===== config.mk =====
export PLATFORM = sky130hd
export DESIGN_NAME = call_stack_exclusive_time
export DESIGN_NICKNAME = d
export VERILOG_FILES = /design/src/rtl/core/cset_pkg.sv /design/src/rtl/core/cset_ram.sv /design/src/rtl/core/cset_ctrl.sv /design/src/rtl/core/cset_dp.sv /design/src/rtl/core/call_stack_exclusive_time.sv
export SDC_FILE = /design/constraint.sdc
export NUM_CORES = 2
export LEC_CHECK = 0
export ABC_CLOCK_PERIOD_IN_PS = 10000
export CAP_MARGIN = 20
export CORE_MARGIN = 2
export CORE_UTILIZATION = 40
export CTS_CLUSTER_SIZE = 8
export DETAILED_ROUTE_END_ITERATION = 8
export DONT_BUFFER_PORTS = 1
export HOLD_SLACK_MARGIN = 0.1
export PLACE_DENSITY = 0.61
export SYNTH_ARGS = -nofsm -noshare
export SYNTH_HDL_FRONTEND = slang
export SYNTH_MEMORY_MAX_BITS = 65536
export SYNTH_SLANG_ARGS = --single-unit

===== constraint.sdc =====
create_clock -name clock -period 10 [get_ports clock]
set_clock_uncertainty 0.2 [all_clocks]
set_input_delay 2 -clock clock [delete_from_list [all_inputs] [get_ports clock]]
set_output_delay 2 -clock clock [all_outputs]
set_load 0.02 [all_outputs]

===== src/rtl/core/cset_pkg.sv =====
// shared types and constants for the call stack exclusive time block
package cset_pkg;

   // fixed field widths of the request and response
   localparam int ID_BITS     = 7;
   localparam int TS_BITS     = 32;
   localparam int DEPTH_BITS  = 7;
   localparam int STATUS_BITS = 2;

   // response status codes
   localparam logic [STATUS_BITS-1:0] STAT_OK        = 2'd0;
   localparam logic [STATUS_BITS-1:0] STAT_OVERFLOW  = 2'd1;
   localparam logic [STATUS_BITS-1:0] STAT_UNDERFLOW = 2'd2;

   // one enter or exit event
   typedef struct packed {
      logic [ID_BITS-1:0] func_id;
      logic               is_enter;
      logic [TS_BITS-1:0] timestamp;
   } cset_req_type;

   // one credit report
   typedef struct packed {
      logic                   credit_valid;
      logic [ID_BITS-1:0]     credited_id;
      logic [TS_BITS-1:0]     credited_total;
      logic [DEPTH_BITS-1:0]  stack_depth;
      logic [STATUS_BITS-1:0] status;
   } cset_rsp_type;

   // controller to datapath commands
   typedef struct packed {
      logic load;
      logic execute;
      logic clear;
   } cset_cmd_type;

   // datapath to controller status
   typedef struct packed {
      logic clear_last;
      logic out_busy;
   } cset_sts_type;

endpackage


===== src/rtl/core/cset_ram.sv =====
// generic single write port ram with registered read
module cset_ram #(
   parameter int WIDTH = 32,
   parameter int DEPTH = 128
) (
   input  logic                     clock,
   input  logic                     we,
   input  logic [$clog2(DEPTH)-1:0] waddr,
   input  logic [WIDTH-1:0]         wdata,
   input  logic                     re,
   input  logic [$clog2(DEPTH)-1:0] raddr,
   output logic [WIDTH-1:0]         rdata
);

   logic [WIDTH-1:0] mem_ff [DEPTH];
   logic [WIDTH-1:0] rdata_ff;

   // write port
   always_ff @(posedge clock) begin
      if (we) begin
         mem_ff[waddr] <= wdata;
      end
   end

   // registered read port
   always_ff @(posedge clock) begin
      if (re) begin
         rdata_ff <= mem_ff[raddr];
      end
   end

   assign rdata = rdata_ff;

endmodule


===== src/rtl/core/cset_ctrl.sv =====
// controller state machine: clearing sweep, idle and execute
module cset_ctrl (
   input  logic                  clock,
   input  logic                  reset,
   input  logic                  req_valid,
   output logic                  req_ready,
   input  cset_pkg::cset_sts_type sts,
   output cset_pkg::cset_cmd_type cmd
);
   import cset_pkg::*;

   localparam logic [1:0] ST_CLEAR = 2'd0;
   localparam logic [1:0] ST_IDLE  = 2'd1;
   localparam logic [1:0] ST_EXEC  = 2'd2;

   logic [1:0] state_ff;
   logic [1:0] state_in;
   logic       accept;

   // take a request only when idle and the output register will be free
   assign req_ready = (state_ff == ST_IDLE) && !sts.out_busy;
   assign accept    = req_valid && req_ready;

   // next state
   always_comb begin
      state_in = state_ff;
      unique case (state_ff)
         ST_CLEAR: begin
            if (sts.clear_last) begin
               state_in = ST_IDLE;
            end
         end
         ST_IDLE: begin
            if (accept) begin
               state_in = ST_EXEC;
            end
         end
         ST_EXEC: begin
            state_in = ST_IDLE;
         end
         default: begin
            state_in = ST_IDLE;
         end
      endcase
   end

   always_ff @(posedge clock) begin
      if (reset) begin
         state_ff <= ST_CLEAR;
      end else begin
         state_ff <= state_in;
      end
   end

   // commands
   always_comb begin
      cmd.load    = accept;
      cmd.execute = (state_ff == ST_EXEC);
      cmd.clear   = (state_ff == ST_CLEAR);
   end

endmodule


===== src/rtl/core/cset_dp.sv =====
// datapath: totals and stack memories, mark, stack pointer, output register
module cset_dp #(
   parameter int NUM_FUNCS   = 128,
   parameter int STACK_DEPTH = 64,
   parameter int TIME_BITS   = 32
) (
   input  logic                   clock,
   input  logic                   reset,
   input  cset_pkg::cset_req_type req_data,
   input  logic                   rsp_ready,
   output logic                   rsp_valid,
   output cset_pkg::cset_rsp_type rsp_data,
   input  cset_pkg::cset_cmd_type cmd,
   output cset_pkg::cset_sts_type sts
);
   import cset_pkg::*;

   localparam int FID_W = $clog2(NUM_FUNCS);
   localparam int SA_W  = $clog2(STACK_DEPTH);
   localparam int SP_W  = $clog2(STACK_DEPTH + 1);
   localparam int TB    = TIME_BITS;
   localparam int NIDS  = 2 ** ID_BITS;
   localparam logic [TB-1:0] TMAX = {TB{1'b1}};

   // id reduction table, built at elaboration
   logic [FID_W-1:0] id_tbl [NIDS];
   for (genvar g = 0; g < NIDS; g++) begin : g_id_tbl
      assign id_tbl[g] = FID_W'(g % NUM_FUNCS);
   end

   logic [FID_W-1:0] clr_ff, clr_in;
   logic [FID_W-1:0] id_ff;
   logic             enter_ff;
   logic [TB-1:0]    t_ff;
   logic [TB-1:0]    delta_ff, delta_in;
   logic [SP_W-1:0]  sp_ff, sp_in;
   logic [TB-1:0]    mark_ff, mark_in;
   logic [FID_W-1:0] top_ff, top_in;
   logic             rsp_valid_ff;
   cset_rsp_type     rsp_ff, rsp_in;

   logic [TB+TS_BITS-1:0]     t_wide;
   logic [TB-1:0]             t_req;
   logic [TB:0]               diff;
   logic [SP_W-1:0]           sp_m2;
   logic [TB-1:0]             tot_rd;
   logic [FID_W-1:0]          stk_rd;
   logic [TB:0]               sum;
   logic [TB-1:0]             new_total;
   logic                      has_top;
   logic                      full;
   logic                      tot_we;
   logic [FID_W-1:0]          tot_waddr;
   logic [TB-1:0]             tot_wdata;
   logic                      stk_we;
   logic [FID_W+ID_BITS-1:0]  cid_wide;
   logic [TB+TS_BITS-1:0]     tot_wide;
   logic [SP_W+DEPTH_BITS-1:0] depth_wide;

   // request timestamp at the internal time width
   assign t_wide = {{TB{1'b0}}, req_data.timestamp};
   assign t_req  = t_wide[TB-1:0];

   // elapsed time at accept, plus one for an exit, floored and saturated
   assign diff = {1'b0, t_req} - {1'b0, mark_ff} + {{TB{1'b0}}, ~req_data.is_enter};
   always_comb begin
      if (t_req < mark_ff) begin
         delta_in = '0;
      end else if (diff[TB]) begin
         delta_in = TMAX;
      end else begin
         delta_in = diff[TB-1:0];
      end
   end

   // request register
   always_ff @(posedge clock) begin
      if (cmd.load) begin
         id_ff    <= id_tbl[req_data.func_id];
         enter_ff <= req_data.is_enter;
         t_ff     <= t_req;
         delta_ff <= delta_in;
      end
   end

   // clearing sweep over the totals
   assign clr_in         = clr_ff + FID_W'(1);
   assign sts.clear_last = cmd.clear && (clr_ff == FID_W'(NUM_FUNCS - 1));

   always_ff @(posedge clock) begin
      if (reset) begin
         clr_ff <= '0;
      end else if (cmd.clear) begin
         clr_ff <= clr_in;
      end
   end

   // saturating total update
   assign has_top   = (sp_ff != '0);
   assign full      = (sp_ff == SP_W'(STACK_DEPTH));
   assign sum       = {1'b0, tot_rd} + {1'b0, delta_ff};
   assign new_total = sum[TB] ? TMAX : sum[TB-1:0];

   // totals memory port muxing
   always_comb begin
      if (cmd.clear) begin
         tot_we    = 1'b1;
         tot_waddr = clr_ff;
         tot_wdata = '0;
      end else begin
         tot_we    = cmd.execute && has_top;
         tot_waddr = top_ff;
         tot_wdata = new_total;
      end
   end

   assign stk_we = cmd.execute && enter_ff && !full;
   assign sp_m2  = sp_ff - SP_W'(2);

   cset_ram #(
      .WIDTH (TB),
      .DEPTH (NUM_FUNCS)
   ) u_totals (
      .clock (clock),
      .we    (tot_we),
      .waddr (tot_waddr),
      .wdata (tot_wdata),
      .re    (cmd.load),
      .raddr (top_ff),
      .rdata (tot_rd)
   );

   cset_ram #(
      .WIDTH (FID_W),
      .DEPTH (STACK_DEPTH)
   ) u_stack (
      .clock (clock),
      .we    (stk_we),
      .waddr (sp_ff[SA_W-1:0]),
      .wdata (id_ff),
      .re    (cmd.load),
      .raddr (sp_m2[SA_W-1:0]),
      .rdata (stk_rd)
   );

   // event execution
   always_comb begin
      sp_in   = sp_ff;
      mark_in = mark_ff;
      top_in  = top_ff;
      rsp_in  = '0;
      rsp_in.credit_valid = has_top;
      if (enter_ff) begin
         mark_in = t_ff;
         if (full) begin
            rsp_in.status = STAT_OVERFLOW;
         end else begin
            sp_in  = sp_ff + SP_W'(1);
            top_in = id_ff;
         end
      end else begin
         if (!has_top) begin
            rsp_in.status = STAT_UNDERFLOW;
         end else begin
            sp_in   = sp_ff - SP_W'(1);
            top_in  = stk_rd;
            mark_in = (t_ff == TMAX) ? TMAX : t_ff + TB'(1);
         end
      end
      if (has_top) begin
         rsp_in.credited_id    = cid_wide[ID_BITS-1:0];
         rsp_in.credited_total = tot_wide[TS_BITS-1:0];
      end
      rsp_in.stack_depth = depth_wide[DEPTH_BITS-1:0];
   end

   assign cid_wide   = {{ID_BITS{1'b0}}, top_ff};
   assign tot_wide   = {{TS_BITS{1'b0}}, new_total};
   assign depth_wide = {{DEPTH_BITS{1'b0}}, sp_in};

   // architectural state
   always_ff @(posedge clock) begin
      if (reset) begin
         sp_ff   <= '0;
         mark_ff <= '0;
         top_ff  <= '0;
      end else if (cmd.execute) begin
         sp_ff   <= sp_in;
         mark_ff <= mark_in;
         top_ff  <= top_in;
      end
   end

   // output register
   always_ff @(posedge clock) begin
      if (reset) begin
         rsp_valid_ff <= 1'b0;
      end else if (cmd.execute) begin
         rsp_valid_ff <= 1'b1;
      end else if (rsp_ready) begin
         rsp_valid_ff <= 1'b0;
      end
   end

   always_ff @(posedge clock) begin
      if (cmd.execute) begin
         rsp_ff <= rsp_in;
      end
   end

   assign sts.out_busy = rsp_valid_ff && !rsp_ready;
   assign rsp_valid    = rsp_valid_ff;
   assign rsp_data     = rsp_ff;

endmodule


===== src/rtl/core/call_stack_exclusive_time.sv =====
// top level of the call stack exclusive time block
// Usage:
//   req channel carries one function enter or exit event per request
//   (func_id, is_enter, timestamp); rsp channel returns one credit report
//   per request (credit_valid, credited_id, credited_total, stack_depth,
//   status). Both use valid/ready.
// Timing:
//   a request is accepted in the idle state and executed in the next cycle;
//   the response is valid the cycle after that. Each request passes through
//   the registered read of the totals memory and then its read-modify-write;
//   no new request is accepted until the execute state returns to idle.
// Reset:
//   synchronous reset empties the stack and zeroes the mark, then a clearing
//   pass writes zero to every total, during which req_ready stays low.
// Stalls:
//   the response waits in an output register while rsp_ready is low; a new
//   request is accepted only when that register is empty or its response
//   is taken in the same cycle, so a held response is never overwritten.
module call_stack_exclusive_time #(
   parameter int NUM_FUNCS   = 128,
   parameter int STACK_DEPTH = 64,
   parameter int TIME_BITS   = 32
) (
   input  logic                   clock,
   input  logic                   reset,
   input  logic                   req_valid,
   output logic                   req_ready,
   input  cset_pkg::cset_req_type req_data,
   output logic                   rsp_valid,
   input  logic                   rsp_ready,
   output cset_pkg::cset_rsp_type rsp_data
);
   import cset_pkg::*;

   cset_cmd_type cmd;
   cset_sts_type sts;

   // controller
   cset_ctrl u_ctrl (
      .clock     (clock),
      .reset     (reset),
      .req_valid (req_valid),
      .req_ready (req_ready),
      .sts       (sts),
      .cmd       (cmd)
   );

   // datapath
   cset_dp #(
      .NUM_FUNCS   (NUM_FUNCS),
      .STACK_DEPTH (STACK_DEPTH),
      .TIME_BITS   (TIME_BITS)
   ) u_dp (
      .clock     (clock),
      .reset     (reset),
      .req_data  (req_data),
      .rsp_ready (rsp_ready),
      .rsp_valid (rsp_valid),
      .rsp_data  (rsp_data),
      .cmd       (cmd),
      .sts       (sts)
   );

endmodule


* Word-level counts from Yosys, hierarchy flattened *
Memory sizes are Yosys's and may differ from the RTL's. A register that Yosys moved wholly into a read port is not among the register bits.
Cells that the tools add are included.

word-level totals
  logic and storage cells = 79
  memory bits (writable) = 4544
  bits of input ports = 44
  output and inout bits = 51
  memory bits (read-only) = 896
  memories = 3
  register bits after elaboration = 170

memories
  name                  words  bits a word  rd ports  clocked after Yosys merged registers in  wr ports  RTL line        source
  u_dp.u_totals.mem_ff  128    32           1         1                                        1         cset_ram.sv:15  logic [WIDTH-1:0] mem_ff [DEPTH];
  (no name shown)       128    7            1         1                                        0         cset_dp.sv:79   id_ff <= id_tbl[req_data.func_id];
  u_dp.u_stack.mem_ff   64     7            1         1                                        1         cset_ram.sv:15

operators by class
  bitwise logic cells = 2
  magnitude comparators = 1
  reductions and logical operators = 17
  add/subtract/negate cells = 8
  mux-type cells = 26
  equality and inequality tests = 8

operator list
  operator                 count
  $mux W32                 6
  $mux W7                  7
  $add A32 B32 Y33         1
  $add A33 B1 Y33          1
  $sub A32 B32 Y33         1
  $add A32 B1 Y32 const B  1
  $eq A32 B32 Y1 const B   1
  $lt A32 B32 Y1           1
  $add A7 B1 Y7 const B    2
  $eq A7 B7 Y1 const B     2
  $mux W1                  8
  $mux W2                  4
  $not A7 Y8               1
  $logic_and A1 B1 Y1      7
  $reduce_bool A7 Y1       1
  $sub A7 B1 Y7 const B    1
  $sub A6 B2 Y6 const B    1
  $ne A2 B2 Y1 const B     2
  $pmux W2 S2              1
  $reduce_and A2 Y1        2
  $reduce_bool A2 Y1       2
  $logic_not A1 Y1         3
  $reduce_and A3 Y1        1
  $eq A2 B1 Y1 const B     1
  other kinds (4)          4

* Logic depth before layout (Yosys ltp) *
  depth in word-level cells = 7
  mapped depth = 15
  mapped depth without buffers = 14

* Modules after synthesis *
Synthesis repeated with hierarchy kept, for this count alone.

unflattened totals
  cell total of the unflattened synthesis = 8033
  area total of the unflattened synthesis = 186037.2 sq um

by module, submodules not included
  module                    cells each  instances  seq. area each (sq um)  area each (sq um)
  cset_ram (u_dp.u_totals)  5990        1          123958.9                156596.4
  cset_ram (u_dp.u_stack)   827         1          13663.1                 17705.7
  cset_dp                   1206        1          4714.5                  11624.9
  cset_ctrl                 10          1          40.0                    110.1

* Worst setup path before layout *
OpenSTA, ideal clock, no wires.

  path kind = register to register
  start point = reg u_dp.u_totals.rdata_ff[6], in the netlist u_dp.u_totals.rdata[6], read port of u_dp.u_totals.mem_ff
  end point = mem u_dp.u_totals.mem_ff[0][31], data pin
  setup time = 1.154 ns
  setup slack = 1.532 ns
  clock period less this slack = 8.468 ns
  stages on the path, launching flop included = 10
  data arrival time = 7.114 ns
  buffers on the path = 0
  required time = 8.646 ns
  path through = edfxtp_1 ha_1 a2111oi_0 o21ai_0 nand4_1 o211ai_1 a311o_1 a211oi_1 nor4b_1 nor3_1

on the way
  cells in the longest elaborated chain, start to end = 3

ends and longest elaborated chain
  element                 RTL line        source
  start, declared         cset_ram.sv:16  logic [WIDTH-1:0] rdata_ff;
  $add A32 B32 Y33        cset_dp.sv:101  assign sum = {1'b0, tot_rd} + {1'b0, delta_ff};
  $mux W32                cset_dp.sv:102  assign new_total = sum[TB] ? TMAX : sum[TB-1:0];
  $mux W32                cset_dp.sv:106  if (cmd.clear) begin
  via u_dp.tot_wdata[31]  cset_dp.sv:54   logic [TB-1:0] tot_wdata;
  end, declared           cset_ram.sv:15

The timed path passes the listed nets, and every way through them passes these cells.

* Final worst setup path *
  start point = reg u_dp.u_totals.rdata_ff[0], in the netlist u_dp.u_totals.rdata[0], read port of u_dp.u_totals.mem_ff
  end point = mem u_dp.u_totals.mem_ff[28][30], data pin

The elaborated chain is that of the path after synthesis.

==> flow_summary.ini <==
[status]
status = finished clean

[drt]
wl_um = 486000
firstDrtPassIters = 5
drt-initial-drc-count = 10720
drc = 0
final_antenna_net_count = 0
vias_per_cell = 5.969
num_vias = 88590
wl_per_cell_um = 32.75

[critical_path]
slowest_delay_ns = 0.70
criticalPathCategory = reg -> reg
arrival_ns = 5.90
cpLargestDelayFamily = compound AO/OA/AOI/OAI gates
cp_cell_sequence = ha_1 -> fa_1 -> a211oi_1 -> o21a_1 -> nor4_1 -> a2111oi_1 -> o21ai_1 -> a21o_1 -> a21o_1 -> nor4_2 -> nor2_4 -> buf_4 -> buf_4
required_ns = 10.41
crit_buf_inv = 2
start_kind = register
cp_max_fo = 82
crit_slowest_cell = nor4_2
critPathCaptureType = register

[sta]
finalHoldViolCount = 0
fin_setup_tns_ns = 0
worst_slack_ns = 4.519
period_share = 0.5481
clock.fmax_mhz = 182.4
fin_crit_ns = 5.481
worst_pin_slew_ns = 1.155
final-max-slew-violation-count = 0
rsz0062_at_grt = false
hold_slack_ns = 0.2579
maxSlewHeadroom = 0.2302
setup_viol = 0

[final_layout]
design_area_um2 = 213500
synthToLayoutAreaGrowth_pct = 14.83
fillCellCount = 37440
fin_nets = 8694
instances_no_fill = 14840
drive_gt1_frac = 0.3130

[grt]
grt_max_degree = 157
grt_pass1_vias = 90400
antenna_found_initial = 41
grt_use_total = 0.2033
grt_pass1_wl_um = 682600
overflow = 0

[placement]
numPlacedInstances = 14030
port_buffers = 0
routabilityCongestion = 0.8725
place_hpwl_um = 265600
pre_cts_ws_ns = 3.875
placed_area_um2 = 195500

[synthesis]
async_reset_ff_frac = 0
ys_seq_area_frac = 0.7658
syn-cell-area_um2 = 185900
synth_area_per_cell_um2 = 23.24
synth-edff-count = 4704
postSynthNetCount = 8166
netlist_instances = 8000
ys_types = 70
ys_dominant_reg_cell = edfxtp_1
yosysWarnings = 0
ys_seq_elements = 4760

[clocking]
cts.sinks = 4760
clock_path_buffers = 4
ctsResizeCount = 0
postCtsHoldBufs = 0
cts_buffers = 665
cts_max_level = 6
clkTransAtPathRegs_ns = 0.05
post_cts_buffers = 0
root_buffer = clkbuf_16
cts_tree = done
clock_latency_ns = 1.06

[floorplan]
initial_core_util = 0.4013
core_um2 = 463300
placement_rows = 250
fp.dieW_um = 685.8
die-area_um2 = 470300
chipHeight_um = 685.8
io_pins = 95

[job]
maxCapViolations = 0

[power_and_ir_drop]
ir_worst_vdd_mv = 0.1663
leakage_nw = 64.84
powerDensity_nw_per_um2 = 196.4

[min_path]
holdCritPathClass = reg -> reg
## area by class of cell
class | instances | area [um2] | area share
antenna | 24 | 60.06 | 0.0002813
inverter | 82 | 307.8 | 0.001442
multi-input combinational | 2750 | 42850 | 0.2007
tap | 6174 | 7725 | 0.03618
sequential | 4760 | 142400 | 0.6670
clock inverter | 49 | 749.5 | 0.003511
clock buffer | 734 | 17070 | 0.07996
timing repair buffer | 269 | 2317 | 0.01085
## sequential cells by signal, summed over array words and instances (netlist names), 32 cells and up
signal / cells
u_dp.rsp_data: 49
u_dp.delta_ff: 32
u_dp.u_stack.mem_ff: 448
u_dp.u_totals.mem_ff: 4096
u_dp.u_totals.rdata: 32
u_dp.mark_ff: 32
u_dp.t_ff: 32
## cells in the final DEF, fill, tap and decap left out, drive strengths merged, types with 15 or more instances in the layout
cell,n
nand4,17
ha,105
nor2,362
a211oi,23
nand2,125
nor2b,34
inv,115
clkinv,16
xor2,40
fa,17
mux4,1484
nand3b,19
a21o,20
mux2,32
mux2i,15
clkbuf,734
diode,24
nor3,21
a21oi,120
a221oi,30
xnor2,54
edfxtp,4704
buf,269
dfxtp,56
o21ai,38
nand3,35
## kinds of logic (layout without fill, tap and decap cells)
logic type	after synthesis	after routing	synth area share
flip-flops	4760	4760	0.7658
multiplexers	1531	1531	0.1825
AND/OR/NAND/NOR	686	686	0.01661
buffers and inverters	490	1134	0.01063
AO/OA/AOI/OAI	317	317	0.01110
adder cells (fa/ha/maj)	122	122	0.008897
XOR/XNOR	94	94	0.004428
other	0	24	0
## final timing paths
path / slack (ns) / endpoint / start / cells after the start
worst max-delay path: 4.52 / u_dp.u_totals.mem_ff[28][30]$_DFFE_PP_ / u_dp.u_totals.rdata[0]$_DFFE_PP_ / 13
worst min-delay path: 0.26 / u_dp.mark_ff[1]$_SDFFE_PP0P_ / u_dp.mark_ff[1]$_SDFFE_PP0P_ / 2
worst max register to register: 4.52 / u_dp.u_totals.mem_ff[28][30]$_DFFE_PP_ / u_dp.u_totals.rdata[0]$_DFFE_PP_ / 13
worst min register to register: 0.26 / u_dp.mark_ff[1]$_SDFFE_PP0P_ / u_dp.mark_ff[1]$_SDFFE_PP0P_ / 2
## synth_stat cells, types with 15 or more instances
cell type,n,share of area
mux2_2,32,0.0019
a21o_1,20,0.00081
xor2_1,40,0.0019
a211oi_1,23,0.00093
nand4_1,17,0.00057
mux2i_1,15,0.00081
nor2_1,362,0.0073
mux4_2,1484,0.18
inv_1,80,0.0016
xnor2_1,54,0.0025
nand3_1,35,0.00094
fa_1,17,0.0018
o21ai_0,36,0.00097
a221oi_1,30,0.0014
nor2b_1,34,0.0011
nor3_1,21,0.00057
nand3b_1,19,0.00077
edfxtp_1,4704,0.76
buf_2,104,0.0028
clkbuf_1,268,0.0054
buf_1,35,0.00071
nand2_1,125,0.0025
a21oi_1,120,0.0032
dfxtp_1,56,0.0060
ha_1,105,0.0071
## layer usage
layer | GRT usage | up-vias | part of all wire
li1 | - | 34980 | -
met3 | 0.03284 | 754 | 0.080
met4 | 0.06411 | 2 | 0.032
met1 | 0.2858 | 48520 | 0.40
met2 | 0.3275 | 4344 | 0.48
met5 | 0 | - | 0.000025
## report_power, final
part / total (mW) / switching (mW) / internal (mW)
sequential: 21.7 / 0.0125 / 21.7
clock: 19.8 / 7.92 / 11.9
combinational: 0.403 / 0.258 / 0.145
total: 41.9 / 8.19 / 33.8
## stage by stage
stage | util | power, mW
finish | 0.4608 | 41.94
global route | 0.4608 | 43.03
CTS | 0.4606 | 42.23
detailed placement | 0.4221 | 22.48
global placement | 0.4220 | 22.47
floorplan | - | 22.32
## worst register-to-register path, stage by stage (launching register included)
cell and delay (ns):
edfxtp_1 0.50, ha_1 0.30, fa_1 0.45, a211oi_1 0.31, o21a_1 0.22, nor4_1 0.08, a2111oi_1 0.64, o21ai_1 0.28
a21o_1 0.23, a21o_1 0.25, nor4_2 0.70, nor2_4 0.03, buf_4 0.31, buf_4 0.43
Note: power is estimated with default switching activity, not from simulation.
